**config.mk**
```make
export PLATFORM = sky130hd
export DESIGN_NAME = threshold_blob_centroid
export DESIGN_NICKNAME = d
export VERILOG_FILES = /design/src/rtl/tbc_pkg.sv /design/src/rtl/tbc_front.sv /design/src/rtl/tbc_queue.sv /design/src/rtl/tbc_back.sv /design/src/rtl/threshold_blob_centroid.sv
export SDC_FILE = /design/constraint.sdc
export NUM_CORES = 1
export LEC_CHECK = 0
export BUFFER_PORTS_ARGS = -buffer_cell sky130_fd_sc_hd__buf_2
export CAP_MARGIN = 20
export CORE_ASPECT_RATIO = 1.2
export CORE_MARGIN = 2
export CORE_UTILIZATION = 64
export DETAILED_ROUTE_END_ITERATION = 7
export MAX_ROUTING_LAYER = met4
export PLACE_DENSITY = 0.82
export SETUP_SLACK_MARGIN = 0.4
export SYNTH_ARGS = -nofsm -noshare
export SYNTH_HDL_FRONTEND = slang
export SYNTH_SLANG_ARGS = --single-unit
```
**constraint.sdc**
```tcl
create_clock -name clk -period 7.25 [get_ports clk]
set_clock_uncertainty 0.1 [all_clocks]
set_input_delay 1.45 -clock clk [delete_from_list [all_inputs] [get_ports clk]]
set_output_delay 1.45 -clock clk [all_outputs]
set_load 0.01 [all_outputs]
```
**src/rtl/tbc_pkg.sv**
```systemverilog
// ----------------------------------------------------------------------------
// tbc_pkg
// Shared types and constants of the bright-pixel centroid block.
// ----------------------------------------------------------------------------
package tbc_pkg;

	localparam int MAX_FRAME_WIDTH  = 1024;
	localparam int MAX_FRAME_HEIGHT = 1024;
	localparam int FRACTION_BITS    = 8;

	localparam int PIX_W   = 8;
	localparam int COORD_W = 10;
	localparam int COUNT_W = 21;
	localparam int SUM_W   = 30;
	localparam int CENT_W  = 18;

	localparam int LUMA_B     = 1868;
	localparam int LUMA_G     = 9617;
	localparam int LUMA_R     = 4899;
	localparam int LUMA_SHIFT = 14;
	localparam int LUMA_HALF  = 8192;
	localparam int LUMA_W     = LUMA_SHIFT + PIX_W;

	localparam logic [PIX_W-1:0] THRESHOLD_RESET = PIX_W'(64);

	// (sum << FRACTION_BITS) + count / 2 and count << CENT_W both fit here
	localparam int DIV_W = COUNT_W + CENT_W;
	localparam int STEP_W = $clog2(CENT_W + 1);

	localparam int FIFO_DEPTH = 2;
	localparam int PTR_W      = (FIFO_DEPTH > 1) ? $clog2(FIFO_DEPTH) : 1;
	localparam int LEVEL_W    = $clog2(FIFO_DEPTH + 1);

	typedef struct packed {
		logic [COUNT_W-1:0] count;
		logic [SUM_W-1:0]   col_sum;
		logic [SUM_W-1:0]   row_sum;
	} frame_sums_t;

	typedef struct packed {
		logic               not_empty;
		logic [LEVEL_W-1:0] level;
	} queue_status_t;

	typedef enum logic [1:0] {
		BK_IDLE,
		BK_DIV,
		BK_DONE
	} back_state_t;

endpackage

```
**src/rtl/tbc_front.sv**
```systemverilog
// ----------------------------------------------------------------------------
// tbc_front
// Pixel intake: gray conversion, threshold test and frame accumulation.
// ----------------------------------------------------------------------------
module tbc_front
	import tbc_pkg::*;
(
	input  logic                clk,
	input  logic                arst_n,
	input  logic                push,
	output logic                full,
	input  logic [PIX_W-1:0]    blue,
	input  logic [PIX_W-1:0]    green,
	input  logic [PIX_W-1:0]    red,
	input  logic [COORD_W-1:0]  column,
	input  logic [COORD_W-1:0]  line_index,
	input  logic                frame_end,
	input  logic                threshold_we,
	input  logic [PIX_W-1:0]    threshold_wdata,
	input  queue_status_t       q_status,
	output logic                q_push,
	output frame_sums_t         q_wdata
);

	logic [PIX_W-1:0]   threshold_q;
	logic               accept;
	logic [LUMA_W-1:0]  luma;
	logic               in_frame;
	logic               bright;

	logic               valid_s1;
	logic               bright_s1;
	logic [COORD_W-1:0] col_s1;
	logic [COORD_W-1:0] row_s1;
	logic               last_s1;

	logic [COUNT_W-1:0] count_q;
	logic [SUM_W-1:0]   col_sum_q;
	logic [SUM_W-1:0]   row_sum_q;

	logic [COUNT_W:0]   count_add;
	logic [SUM_W:0]     col_add;
	logic [SUM_W:0]     row_add;
	logic [COUNT_W-1:0] count_nxt;
	logic [SUM_W-1:0]   col_nxt;
	logic [SUM_W-1:0]   row_nxt;
	logic [LEVEL_W:0]   committed;

	assign committed = (LEVEL_W+1)'(q_status.level) + (LEVEL_W+1)'(valid_s1 && last_s1);
	assign full      = committed >= (LEVEL_W+1)'(FIFO_DEPTH);
	assign accept    = push && !full;

	assign luma = LUMA_W'(blue) * LUMA_W'(LUMA_B)
	            + LUMA_W'(green) * LUMA_W'(LUMA_G)
	            + LUMA_W'(red) * LUMA_W'(LUMA_R)
	            + LUMA_W'(LUMA_HALF);
	assign in_frame = (32'(column) < MAX_FRAME_WIDTH) && (32'(line_index) < MAX_FRAME_HEIGHT);
	assign bright   = in_frame && (luma[LUMA_SHIFT +: PIX_W] > threshold_q);

	always_ff @(posedge clk or negedge arst_n) begin
		if (!arst_n) begin
			threshold_q <= THRESHOLD_RESET;
		end else if (threshold_we) begin
			threshold_q <= threshold_wdata;
		end
	end

	always_ff @(posedge clk or negedge arst_n) begin
		if (!arst_n) begin
			valid_s1 <= 1'b0;
		end else begin
			valid_s1 <= accept;
		end
	end

	always_ff @(posedge clk) begin
		if (accept) begin
			bright_s1 <= bright;
			col_s1    <= column;
			row_s1    <= line_index;
			last_s1   <= frame_end;
		end
	end

	assign count_add = (COUNT_W+1)'(count_q) + (COUNT_W+1)'(bright_s1);
	assign col_add   = (SUM_W+1)'(col_sum_q) + (bright_s1 ? (SUM_W+1)'(col_s1) : '0);
	assign row_add   = (SUM_W+1)'(row_sum_q) + (bright_s1 ? (SUM_W+1)'(row_s1) : '0);
	assign count_nxt = count_add[COUNT_W] ? '1 : count_add[COUNT_W-1:0];
	assign col_nxt   = col_add[SUM_W] ? '1 : col_add[SUM_W-1:0];
	assign row_nxt   = row_add[SUM_W] ? '1 : row_add[SUM_W-1:0];

	always_ff @(posedge clk or negedge arst_n) begin
		if (!arst_n) begin
			count_q   <= '0;
			col_sum_q <= '0;
			row_sum_q <= '0;
		end else if (valid_s1) begin
			if (last_s1) begin
				count_q   <= '0;
				col_sum_q <= '0;
				row_sum_q <= '0;
			end else begin
				count_q   <= count_nxt;
				col_sum_q <= col_nxt;
				row_sum_q <= row_nxt;
			end
		end
	end

	assign q_push          = valid_s1 && last_s1;
	assign q_wdata.count   = count_nxt;
	assign q_wdata.col_sum = col_nxt;
	assign q_wdata.row_sum = row_nxt;

endmodule

```
**src/rtl/tbc_queue.sv**
```systemverilog
// ----------------------------------------------------------------------------
// tbc_queue
// Short queue of frame totals between intake and division.
// ----------------------------------------------------------------------------
module tbc_queue
	import tbc_pkg::*;
(
	input  logic          clk,
	input  logic          arst_n,
	input  logic          push,
	input  frame_sums_t   wdata,
	input  logic          pop,
	output frame_sums_t   rdata,
	output queue_status_t status
);

	frame_sums_t        entry_q [FIFO_DEPTH];
	logic [PTR_W-1:0]   wr_ptr_q;
	logic [PTR_W-1:0]   rd_ptr_q;
	logic [LEVEL_W-1:0] level_q;
	logic               do_pop;

	assign do_pop = pop && (level_q != '0);

	always_ff @(posedge clk or negedge arst_n) begin
		if (!arst_n) begin
			wr_ptr_q <= '0;
			rd_ptr_q <= '0;
			level_q  <= '0;
		end else begin
			if (push) begin
				wr_ptr_q <= (wr_ptr_q == PTR_W'(FIFO_DEPTH - 1)) ? '0 : wr_ptr_q + PTR_W'(1);
			end
			if (do_pop) begin
				rd_ptr_q <= (rd_ptr_q == PTR_W'(FIFO_DEPTH - 1)) ? '0 : rd_ptr_q + PTR_W'(1);
			end
			if (push && !do_pop) begin
				level_q <= level_q + LEVEL_W'(1);
			end else if (do_pop && !push) begin
				level_q <= level_q - LEVEL_W'(1);
			end
		end
	end

	always_ff @(posedge clk) begin
		if (push) begin
			entry_q[wr_ptr_q] <= wdata;
		end
	end

	assign rdata            = entry_q[rd_ptr_q];
	assign status.not_empty = level_q != '0;
	assign status.level     = level_q;

endmodule

```
**src/rtl/tbc_back.sv**
```systemverilog
// ----------------------------------------------------------------------------
// tbc_back
// Bit-serial division of frame totals into centroids, with result register.
// ----------------------------------------------------------------------------
module tbc_back
	import tbc_pkg::*;
(
	input  logic               clk,
	input  logic               arst_n,
	input  frame_sums_t        q_rdata,
	input  queue_status_t      q_status,
	output logic               q_pop,
	output logic               empty,
	input  logic               pop,
	output logic [CENT_W-1:0]  centroid_x,
	output logic [CENT_W-1:0]  centroid_y,
	output logic               detected
);

	back_state_t        state_q;
	back_state_t        state_d;
	logic               load_en;
	logic               step_en;
	logic               out_load;
	logic               out_valid_q;
	logic               last_step;

	logic [STEP_W-1:0]  step_q;
	logic [COUNT_W-1:0] count_q;
	logic [COUNT_W-1:0] rem_x_q;
	logic [COUNT_W-1:0] rem_y_q;
	logic [CENT_W-1:0]  quo_x_q;
	logic [CENT_W-1:0]  quo_y_q;
	logic               ovf_x_q;
	logic               ovf_y_q;

	logic [DIV_W-1:0]   dvd_x;
	logic [DIV_W-1:0]   dvd_y;
	logic [DIV_W-1:0]   dvs_top;
	logic [COUNT_W:0]   trial_x;
	logic [COUNT_W:0]   trial_y;
	logic               ge_x;
	logic               ge_y;

	assign last_step = step_q == STEP_W'(CENT_W - 1);

	always_ff @(posedge clk or negedge arst_n) begin
		if (!arst_n) begin
			state_q <= BK_IDLE;
		end else begin
			state_q <= state_d;
		end
	end

	always_comb begin
		state_d  = state_q;
		load_en  = 1'b0;
		step_en  = 1'b0;
		out_load = 1'b0;
		unique case (state_q)
			BK_IDLE: begin
				if (q_status.not_empty) begin
					load_en = 1'b1;
					state_d = BK_DIV;
				end
			end
			BK_DIV: begin
				step_en = 1'b1;
				if (last_step) begin
					state_d = BK_DONE;
				end
			end
			BK_DONE: begin
				if (!out_valid_q || pop) begin
					out_load = 1'b1;
					state_d  = BK_IDLE;
				end
			end
			default: begin
				state_d = BK_IDLE;
			end
		endcase
	end

	assign q_pop = load_en;

	assign dvd_x   = (DIV_W'(q_rdata.col_sum) << FRACTION_BITS) + DIV_W'(q_rdata.count >> 1);
	assign dvd_y   = (DIV_W'(q_rdata.row_sum) << FRACTION_BITS) + DIV_W'(q_rdata.count >> 1);
	assign dvs_top = DIV_W'(q_rdata.count) << CENT_W;

	assign trial_x = {rem_x_q, quo_x_q[CENT_W-1]};
	assign trial_y = {rem_y_q, quo_y_q[CENT_W-1]};
	assign ge_x    = trial_x >= (COUNT_W+1)'(count_q);
	assign ge_y    = trial_y >= (COUNT_W+1)'(count_q);

	always_ff @(posedge clk) begin
		if (load_en) begin
			count_q <= q_rdata.count;
			ovf_x_q <= dvd_x >= dvs_top;
			ovf_y_q <= dvd_y >= dvs_top;
			rem_x_q <= dvd_x[CENT_W +: COUNT_W];
			rem_y_q <= dvd_y[CENT_W +: COUNT_W];
			quo_x_q <= dvd_x[CENT_W-1:0];
			quo_y_q <= dvd_y[CENT_W-1:0];
		end else if (step_en) begin
			rem_x_q <= ge_x ? COUNT_W'(trial_x - (COUNT_W+1)'(count_q)) : trial_x[COUNT_W-1:0];
			rem_y_q <= ge_y ? COUNT_W'(trial_y - (COUNT_W+1)'(count_q)) : trial_y[COUNT_W-1:0];
			quo_x_q <= {quo_x_q[CENT_W-2:0], ge_x};
			quo_y_q <= {quo_y_q[CENT_W-2:0], ge_y};
		end
	end

	always_ff @(posedge clk or negedge arst_n) begin
		if (!arst_n) begin
			step_q <= '0;
		end else if (load_en) begin
			step_q <= '0;
		end else if (step_en) begin
			step_q <= step_q + STEP_W'(1);
		end
	end

	always_ff @(posedge clk or negedge arst_n) begin
		if (!arst_n) begin
			out_valid_q <= 1'b0;
		end else if (out_load) begin
			out_valid_q <= 1'b1;
		end else if (pop) begin
			out_valid_q <= 1'b0;
		end
	end

	always_ff @(posedge clk) begin
		if (out_load) begin
			if (count_q == '0) begin
				centroid_x <= '0;
				centroid_y <= '0;
				detected   <= 1'b0;
			end else begin
				centroid_x <= ovf_x_q ? '1 : quo_x_q;
				centroid_y <= ovf_y_q ? '1 : quo_y_q;
				detected   <= 1'b1;
			end
		end
	end

	assign empty = !out_valid_q;

endmodule

```
**src/rtl/threshold_blob_centroid.sv**
```systemverilog
// ----------------------------------------------------------------------------
// threshold_blob_centroid
// Centroid of the bright pixels of a streamed BGR frame.
// ----------------------------------------------------------------------------
// Takes one pixel per clock while full is low. A pixel counts as bright when
// its rounded BT.601 gray level is strictly above the threshold register
// (reset 64). On the pixel marked frame_end one result is queued: the mean
// column and row in unsigned fixed point with 8 fraction bits, or zeros with
// detected low when no pixel was bright. Frame totals pass through a
// two-entry queue to a bit-serial divider that takes each frame through one
// load, 18 quotient steps and one output write, and takes no new frame until
// the write is done. full rises only while two frames' totals are queued for
// the divider, counting one still on its way in.
// ----------------------------------------------------------------------------
module threshold_blob_centroid
	import tbc_pkg::*;
(
	input  logic               clk,
	input  logic               arst_n,
	input  logic               push,
	output logic               full,
	input  logic [PIX_W-1:0]   blue,
	input  logic [PIX_W-1:0]   green,
	input  logic [PIX_W-1:0]   red,
	input  logic [COORD_W-1:0] column,
	input  logic [COORD_W-1:0] line_index,
	input  logic               frame_end,
	output logic               empty,
	input  logic               pop,
	output logic [CENT_W-1:0]  centroid_x,
	output logic [CENT_W-1:0]  centroid_y,
	output logic               detected,
	input  logic               threshold_we,
	input  logic [PIX_W-1:0]   threshold_wdata
);

	queue_status_t q_status;
	logic          q_push;
	logic          q_pop;
	frame_sums_t   q_wdata;
	frame_sums_t   q_rdata;

	tbc_front u_front (
		.clk             (clk),
		.arst_n          (arst_n),
		.push            (push),
		.full            (full),
		.blue            (blue),
		.green           (green),
		.red             (red),
		.column          (column),
		.line_index      (line_index),
		.frame_end       (frame_end),
		.threshold_we    (threshold_we),
		.threshold_wdata (threshold_wdata),
		.q_status        (q_status),
		.q_push          (q_push),
		.q_wdata         (q_wdata)
	);

	tbc_queue u_queue (
		.clk    (clk),
		.arst_n (arst_n),
		.push   (q_push),
		.wdata  (q_wdata),
		.pop    (q_pop),
		.rdata  (q_rdata),
		.status (q_status)
	);

	tbc_back u_back (
		.clk        (clk),
		.arst_n     (arst_n),
		.q_rdata    (q_rdata),
		.q_status   (q_status),
		.q_pop      (q_pop),
		.empty      (empty),
		.pop        (pop),
		.centroid_x (centroid_x),
		.centroid_y (centroid_y),
		.detected   (detected)
	);

endmodule

```
# Word-level counts from Yosys, hierarchy flattened
# Memories as Yosys holds them, arrays and structs flattened.
# Cells that the tools add are included.
# word_totals
register_bits,262
ram_bits,162
inputBits,58
out_inout_bits,39
word_cells,114
n_memories,1
# memory_table
memory,words,word_bits,read_ports,rd_ports_with_merged_regs,write_ports,line_no,rtl
u_queue.entry_q,2,81,1,0,1,tbc_queue.sv:17,frame_sums_t entry_q [FIFO_DEPTH];
# op_classes
addsub,16
n_mul,3
n_lt_le_gt_ge,6
eq_ne,6
n_mux,40
reduce_logical,17
# op_table
op,n
$mux 21,8
$mux 30,4
$mux 18,6
$add 38x20->39,2
$ge 39x39->1,2
$add 30x31->31,2
$ge 22x21->1,2
$sub 21x21->21,2
$add 19x22->22,1
$add 21x1->22,1
$add 22x14->22 const B,1
$add 22x21->22,1
$mul 8x14->22 const B,1
$logic_not 21->1,1
$mul 8x13->21 const B,1
$mux 10,2
$mul 8x9->17 const B,1
$mux 1,12
$mux 2,5
$mux 5,2
$gt 8x8->1,1
$reduce_bool 2->1,4
$pmux 2 s3,1
$add 5x1->5 const B,1
other kinds (15),24

# Depth between registers and ports, before layout
# Gate-level depths: netlist (run 1).
# depth
depth_word,7
ltp_mapped,35
depth_no_buf,35

# Cells and area by module
# From an unflattened synthesis (run 1), not the netlist that was laid out.
# hier_totals
hier_cells,2900
area_unflattened_um2,30351.6
# by_module_without_submodules
module,instances,cells_each,area_per_inst_um2,seq_area_each_um2
tbc_front,1,1463,12793.5,2914.0
tbc_back,1,1170,11130.7,4344.2
tbc_queue,1,267,6427.4,4964.8

# Worst setup path after synthesis (run 1)
# OpenSTA, ideal clock, no wires.
# synth_timing
path_kind,input to register
startpoint,in blue[5]
endpoint,reg u_front.bright_s1 (data pin)
setup_time_ns,0.254
arrival_time_ns,8.811
required_ns,6.896
slack_ns,-1.915
path_stages,35
path_buffers,0
cell_sequence,ha_1 > ha_1 > inv_1 > fa_1 > fa_1 > inv_1 > ha_1 > nor3b_1 > o21a_1 > o21a_1 > o21a_1 > o21ai_0 > nor2b_1 > xnor2_1 > ha_1 > ha_1 > fa_1 > inv_1 > fa_1 > fa_1 > inv_1 > ha_1 > o21a_1 > o211ai_1 > a21oi_1 > a21oi_1 > a31oi_1 > a21o_1 > xor2_1 > ha_1 > a21o_1 > a21o_1 > a21oi_1 > o21ai_0 > o21a_1
# synth_between
elab_chain_cells,5
# synth_lines
element,line_no,rtl
"start, declared",threshold_blob_centroid.sv:22,"input logic [PIX_W-1:0] blue,"
$mul 8x9->17,tbc_front.sv:53,assign luma = LUMA_W'(blue) * LUMA_W'(LUMA_B)
$add 19x22->22,tbc_front.sv:54,+ LUMA_W'(green) * LUMA_W'(LUMA_G)
$add 22x21->22,tbc_front.sv:55,+ LUMA_W'(red) * LUMA_W'(LUMA_R)
$add 22x14->22,tbc_front.sv:56,+ LUMA_W'(LUMA_HALF);
$gt 8x8->1,tbc_front.sv:58,assign bright = in_frame && (luma[LUMA_SHIFT +: PIX_W] > threshold_q);
named net u_front.bright,tbc_front.sv:29,logic bright;
"end signal, assigned",tbc_front.sv:78,bright_s1 <= bright;
"end, declared",tbc_front.sv:32,logic bright_s1;
# The timed path passes the listed nets, and every way through them passes these cells.
# A chain may end at the register's enable or synchronous reset.

# Worst setup path in the final report (run 1)
# Same ends and word-level chain as after synthesis.

==> impl_metrics.yaml, run 1 <==
run_status:
  run_status: "finished with violations"
  failed_checks: "negative setup slack"
global_route:
  grt_max_degree: 84
  grt_usage: 0.318
  grt_pass1_wl_um: 118000
  antenna_found_initial: 0
  globalRouteOverflowTotal: 0
  first_global_vias: 22800
detailed_routing:
  drt-total-wl_um: 73700
  dr_wl_met2_um: 36200
  wl_per_cell_um: 20.2
  wl_met3_um: 5010
  first_pass_iters: 6
  dr.max_layer_used: "met4"
  drc_errors: 0
  viasPerCell: 6.18
  dr.first_iter.drc_count: 2109
  ant_nets: 0
  wl_met1_um: 29300
  via_count: 22500
logic_synthesis:
  avgSynthCellArea_um2: 10.4
  syn_inst: 2861
  ys_types: 91
  yosysWarnings: 0
  synth_edf_count: 322
  synthXorXnorAreaFrac: 0.0490
  synth_ff_type: "edfxtp_1"
  synth_compound_area_frac: 0.136
  postSynth.asyncResetShare: 0.241
  synth.area.mux_share: 0.0427
  synth-seq-area-share: 0.412
  syn_area_um2: 29700
  syn-num-nets: 3296
  ys_ff_latch: 424
  synth_fa_ha_area_frac: 0.182
  synth_top_family_by_area: "adder cells"
  synth_simple_gate_area_share: 0.124
layout:
  drive_gt1_frac: 0.128
  area_growth_pct: 10.8
  layout_commonest_cell: "edfxtp_1"
  fin_nets: 3432
  final_util: 0.717
  antenna_cells: 0
  layout_common_cells: "edfxtp_1, inv_1, ha_1, nand2_1, nor2_1"
  fillCellCount: 3234
  layoutNonFillerInstCount: 3647
  final_area_um2: 32900
timing:
  finalMaxSlewViolations: 0
  setup_ws_ns: -1.37
  fin_crit_ns: 8.62
  fmax_ghz: 0.116
  worstMarginPinSlew_ns: 1.05
  rsz0062_at_grt: "true"
  fin_crit_sh: 1.19
  setup_viol: 1
  slew_headroom: 0.277
  finalHoldViolations: 0
die:
  rows: 86
  die_w_um: 201
  die_area_um2: 48100
  core_area_um2: 45800
  ios: 97
  start_util: 0.648
  die_y_um: 240
setup_path:
  slowest_stage: "fa_1"
  crit_arrival_ns: 8.86
  crit_path_start_kind: "input pin"
  path_max_fanout: 2
  critPathKind: "input pin to flip-flop"
  crit_path_end_kind: "flip-flop"
  required_ns: 7.49
  max_stage_delay_ns: 0.53
power_and_ir_drop:
  p_leak_nw: 14.6
  total_power_mw: 17.3
  power_density_nw_per_um2: 525
  ir_worst_vdd_mv: 1.16
run:
  drv_cap: 0
clock_tree:
  clk_path_buf_depth: 3
  htree_levels: 2
  tritoncts: "done"
  clkSinkCount: 424
  clock_latency_ns: 0.61
  clock-root-buffer: "clkbuf_16"
  clk_pin_slew_ns: 0.06
  cts_made_buffers: 44
placed_design:
  place_congestion: 0.986
  placed_area_um2: 31300
  dp_cells: 3559
  io_buffers: 96
  hpwl_um: 55200
hold_path:
  hold_path.class: "flip-flop to flip-flop"
critical path: cells and delay by family:
kind                     cells  cell delay (ns)
adder cells (fa/ha/maj)     12             4.25
AO/OA/AOI/OAI               15             2.34
AND/OR/NAND/NOR              2             0.34
buffers and inverters        5             0.27
XOR/XNOR                     2             0.22
cells in the mapped netlist, types with 34 or more instances:
library cell | number | area (µm²)
nor2_1 | 207 | 777
nor3_1 | 51 | 255
inv_1 | 316 | 1190
ha_1 | 284 | 3550
a21o_1 | 56 | 420
fa_1 | 93 | 1860
xnor2_1 | 99 | 867
clkbuf_1 | 73 | 274
nand4_1 | 34 | 213
dfrtp_1 | 101 | 2530
xor2_1 | 67 | 587
mux2_2 | 53 | 597
nand3_1 | 66 | 330
edfxtp_1 | 322 | 9670
a31oi_1 | 41 | 257
mux2i_1 | 62 | 621
o21a_1 | 35 | 263
a21oi_1 | 170 | 851
nand2_1 | 209 | 785
and3_1 | 38 | 238
o21ai_0 | 93 | 465
stage by stage:
step,TNS (ns),setup slack [ns],hold slack (ns)
final,-1.37,-1.37,0.411
after global routing,-1.69,-1.69,0.417
after CTS,-1.32,-1.32,0.403
after detailed placement,-2.07,-2.07,0.389
after global placement,-1.99,-1.99,0.379
after floorplan,-1.56,-1.56,0.361
kinds of logic (layout without fill, tap and decap cells):
kind of cell,after synthesis,in the layout
fa+ha+maj,377,377
simple gates,760,760
xor+xnor,166,166
buf+inv,418,588
flops,424,424
mux,118,118
compound gates,598,598
layout make-up:
cell class / count / area, µm² / share of cell area
clock buffer: 57 / 1170 / 0.0356
clock inverter: 23 / 270 / 0.00822
inverter: 317 / 1190 / 0.0362
multi-input combinational: 2019 / 16000 / 0.488
sequential: 424 / 12200 / 0.372
tap: 616 / 771 / 0.0234
timing repair buffer: 191 / 1220 / 0.0371
routing by layer:
layer | global-route usage | up-vias
met5 | - | -
met4 | 0.137 | 0
met3 | 0.0392 | 201
met2 | 0.534 | 899
met1 | 0.393 | 11000
li1 | - | 10500
registers in the layout, summed over array words and instances, names as in the netlist, 18 cells and up:
signal,flops
u_queue.entry_q,162
u_back.rem_x_q,21
u_back.quo_x_q,18
u_front.row_sum_q,30
u_back.centroid_x,18
u_back.count_q,21
u_front.col_sum_q,30
u_back.quo_y_q,18
u_back.rem_y_q,21
u_back.centroid_y,18
u_front.count_q,21
timing repair:
item                       4_1_cts  5_1_grt
resized for setup               11       11
pin swaps                       20       12
hold buffers                     0        0
setup buffers                    5        2
setup endpoints to repair        1        2
worst paths after layout:
check,slack [ns],start,cells after the start,endpoint
min reg2reg,0.41,u_front.count_q[0]$_DFFE_PN0P_,1,u_front.count_q[0]$_DFFE_PN0P_
max,-1.37,blue[5],36,u_front.bright_s1$_DFFE_PP_
min in group asynchronous,0.77,arst_n,1,u_front.count_q[15]$_DFFE_PN0P_
max reg2reg,0.84,u_queue.rd_ptr_q$_DFFE_PN0P_,17,u_back.ovf_y_q$_DFFE_PP_
min,0.41,u_front.count_q[0]$_DFFE_PN0P_,1,u_front.count_q[0]$_DFFE_PN0P_
max in group asynchronous,4.99,arst_n,2,u_front.valid_s1$_DFF_PN0_
report_power, final:
part | total (mW) | switching (mW) | internal, mW
Sequential | 3.81 | 0.357 | 3.45
Clock | 2.27 | 0.974 | 1.30
Combinational | 11.2 | 6.16 | 5.02
No activity file was read; power rests on OpenSTA's default activity.
==> inputs of run 2 (changes only) <==
==> constraint.sdc (replaced) <==
create_clock -name clk -period 7.25 [get_ports clk]
set_clock_uncertainty 0.1 [all_clocks]
set_input_delay 0 -clock clk [delete_from_list [all_inputs] [get_ports clk]]
set_output_delay 0 -clock clk [all_outputs]
set_load 0.01 [all_outputs]
==> run 2 against run 1 <==
Compared with the run above:
- the run now ends clean
- global-route usage rose by 0.62 points
- wire length rose by 1.8%
- flip-flop and latch count did not move
- via count fell by 0.46%
- die area did not move
- setup slack improved by 1.5 ns
- core utilization rose by 0.55 points
- critical endpoint unchanged
==> impl_metrics.yaml, run 2 (same netlist as run 1, synthesis figures left out) <==
timing:
  finalMaxSlewViolations: 0
  finalHoldViolations: 0
  fin_crit_sh: 0.977
  fin_hold_ws_ns: 0.0370
  setup_ws_ns: 0.166
  rsz0062_at_grt: "true"
  worstMarginPinSlew_ns: 0.971
  fin_crit_ns: 7.08
  setup_viol: 0
  slew_headroom: 0.344
  fmax_ghz: 0.141
power_and_ir_drop:
  total_power_mw: 16.7
  p_seq_frac: 0.226
  p_sw_mw: 7.29
  p_int_mw: 9.42
  comb_power_share: 0.646
  p_leak_nw: 14.7
  ir_worst_vdd_mv: 0.956
  power_frac_clock: 0.128
  power_density_nw_per_um2: 504
  swShare: 0.436
placed_design:
  io_buffers: 96
  dp_cells: 3544
  dp_slack_ns: -0.583
  hpwl_um: 55300
  place_congestion: 0.974
setup_path:
  critPathKind: "input pin to flip-flop"
  critPathBufInv: 9
  reg2reg_to: "u_back.ovf_x_q$_DFFE_PP_"
  required_ns: 7.49
  crit_arrival_ns: 7.32
  cp-startpoint: "blue[2]"
  reg2reg_slack_ns: 0.76
  crit_cells: 33
  max_stage_delay_ns: 0.55
  crit_path_end_kind: "flip-flop"
  crit_path_start_kind: "input pin"
  cp_common_cell: "ha_1"
  reg2reg_depth: 19
  r2r-start: "u_queue.rd_ptr_q$_DFFE_PN0P_"
  critical-path-top-delay-family: "adder cells"
  crit_end: "u_front.bright_s1$_DFFE_PP_"
  slowest_stage: "fa_1"
  path_max_fanout: 3
detailed_routing:
  first_pass_iters: 6
  drc_errors: 0
  dr.first_iter.drc_count: 1814
  drt-total-wl_um: 75100
  via_count: 22400
  ant_nets: 0
  viasPerCell: 6.10
  wl_per_cell_um: 20.4
run_status:
  run_status: "completed"
clock_tree:
  clkSinkCount: 424
  clk_path_buf_depth: 3
  clock-root-buffer: "clkbuf_16"
  cts_made_buffers: 43
  tritoncts: "done"
  clock_latency_ns: 0.58
  clk_pin_slew_ns: 0.07
  htree_levels: 2
die:
  die_area_um2: 48100
  die_w_um: 201
  die_y_um: 240
  ios: 97
  rows: 86
  core_area_um2: 45800
  start_util: 0.648
hold_path:
  hold_path.class: "input pin to flip-flop"
layout:
  fin_nets: 3464
  final_util: 0.723
  layoutNonFillerInstCount: 3680
  fillCellCount: 3195
  layout_commonest_cell: "edfxtp_1"
  reg_top3: "u_queue.entry_q: 162 flops, u_front.col_sum_q: 30 flops, u_front.row_sum_q: 30 flops"
  drive_gt1_frac: 0.119
  layout_common_cells: "edfxtp_1, inv_1, ha_1, nand2_1, nor2_1"
  largest_register: "u_queue.entry_q"
  largest_reg_flops: 162
  area_growth_pct: 11.6
global_route:
  first_global_vias: 22400
  antenna_found_initial: 1
  grt_pass1_wl_um: 120000
  globalRouteOverflowTotal: 0
  grt_usage: 0.324
  grt_max_degree: 84
run:
  drv_cap: 0
-- run 2: timing repair --
action,4_1_cts,5_1_grt
hold buffers,49,0
pin swaps,19,11
endpoints found under the setup margin,1,1
hold endpoints to repair,95,0
resized for setup,5,7
buffers inserted,5,0
-- run 2: worst register-to-register path, stage by stage, from the launching register on --
cell      delay, ns
dfrtp_4        0.63
mux2i_1        0.62
inv_1          0.31
ha_1           0.32
fa_1           0.43
a211oi_1       0.27
o21ai_0        0.25
o311a_1        0.38
o31ai_2        0.45
a211o_1        0.26
nor3_1         0.07
xnor2_1        0.50
ha_1           0.24
nand4_1        0.12
nor2_1         0.32
nand2_1        0.11
nor4_1         0.31
and3_1         0.21
nand4_1        0.11
o311ai_0       0.28
-- run 2: per-stage QoR --
stage               setup TNS (ns)  instance area [µm²]
finish                           0                33100
global route                -0.181                33100
CTS                              0                33100
detailed placement          -0.583                31200
global placement            -0.555                31200
floorplan                   -0.107                29700
-- run 2: layout make-up --
class,count,area (µm²),area share
diodes,1,2.50,0.0000755
clock buffers,53,1120,0.0339
clock inverters,26,201,0.00608
inverters,317,1190,0.0359
multi-input cells,2019,16000,0.483
flip-flops and latches,424,12200,0.369
well taps,616,771,0.0233
repair buffers,224,1610,0.0486
-- run 2: worst min path at each step --
stage	startpoint	end	slack, ns	depth (start not counted)
5_1_grt	line_index[9]	u_front.row_s1[9]$_DFFE_PP_	0.03	2
2_1_floorplan	arst_n	u_back.out_valid_q$_DFFE_PN0P_	-0.40	0
3_5_place_dp	arst_n	u_back.step_q[3]$_DFFE_PN0P_	-0.04	1
4_1_cts	line_index[6]	u_front.row_s1[6]$_DFFE_PP_	0.02	2
6_report	line_index[2]	u_front.row_s1[2]$_DFFE_PP_	0.04	2
3_3_place_gp	arst_n	u_back.step_q[3]$_DFFE_PN0P_	-0.05	1
-- run 2: power by group through the flow --
stage,combinational [mW],clock (mW),sequential [mW]
after floorplan,7.58,0,3.68
after global placement,9.84,0,3.77
after detailed placement,10.2,0,3.80
after CTS,10.5,2.15,3.76
after global routing,12.1,2.25,3.82
final,10.8,2.14,3.77
-- run 2: metal layers --
metal / global-route usage / vias to the layer above / wire length, µm
met5: - / - / 0
met1: 0.407 / 10900 / 30900
met3: 0.0381 / 182 / 4400
met4: 0.128 / 0 / 3050
li1: - / 10600 / -
met2: 0.544 / 822 / 36800
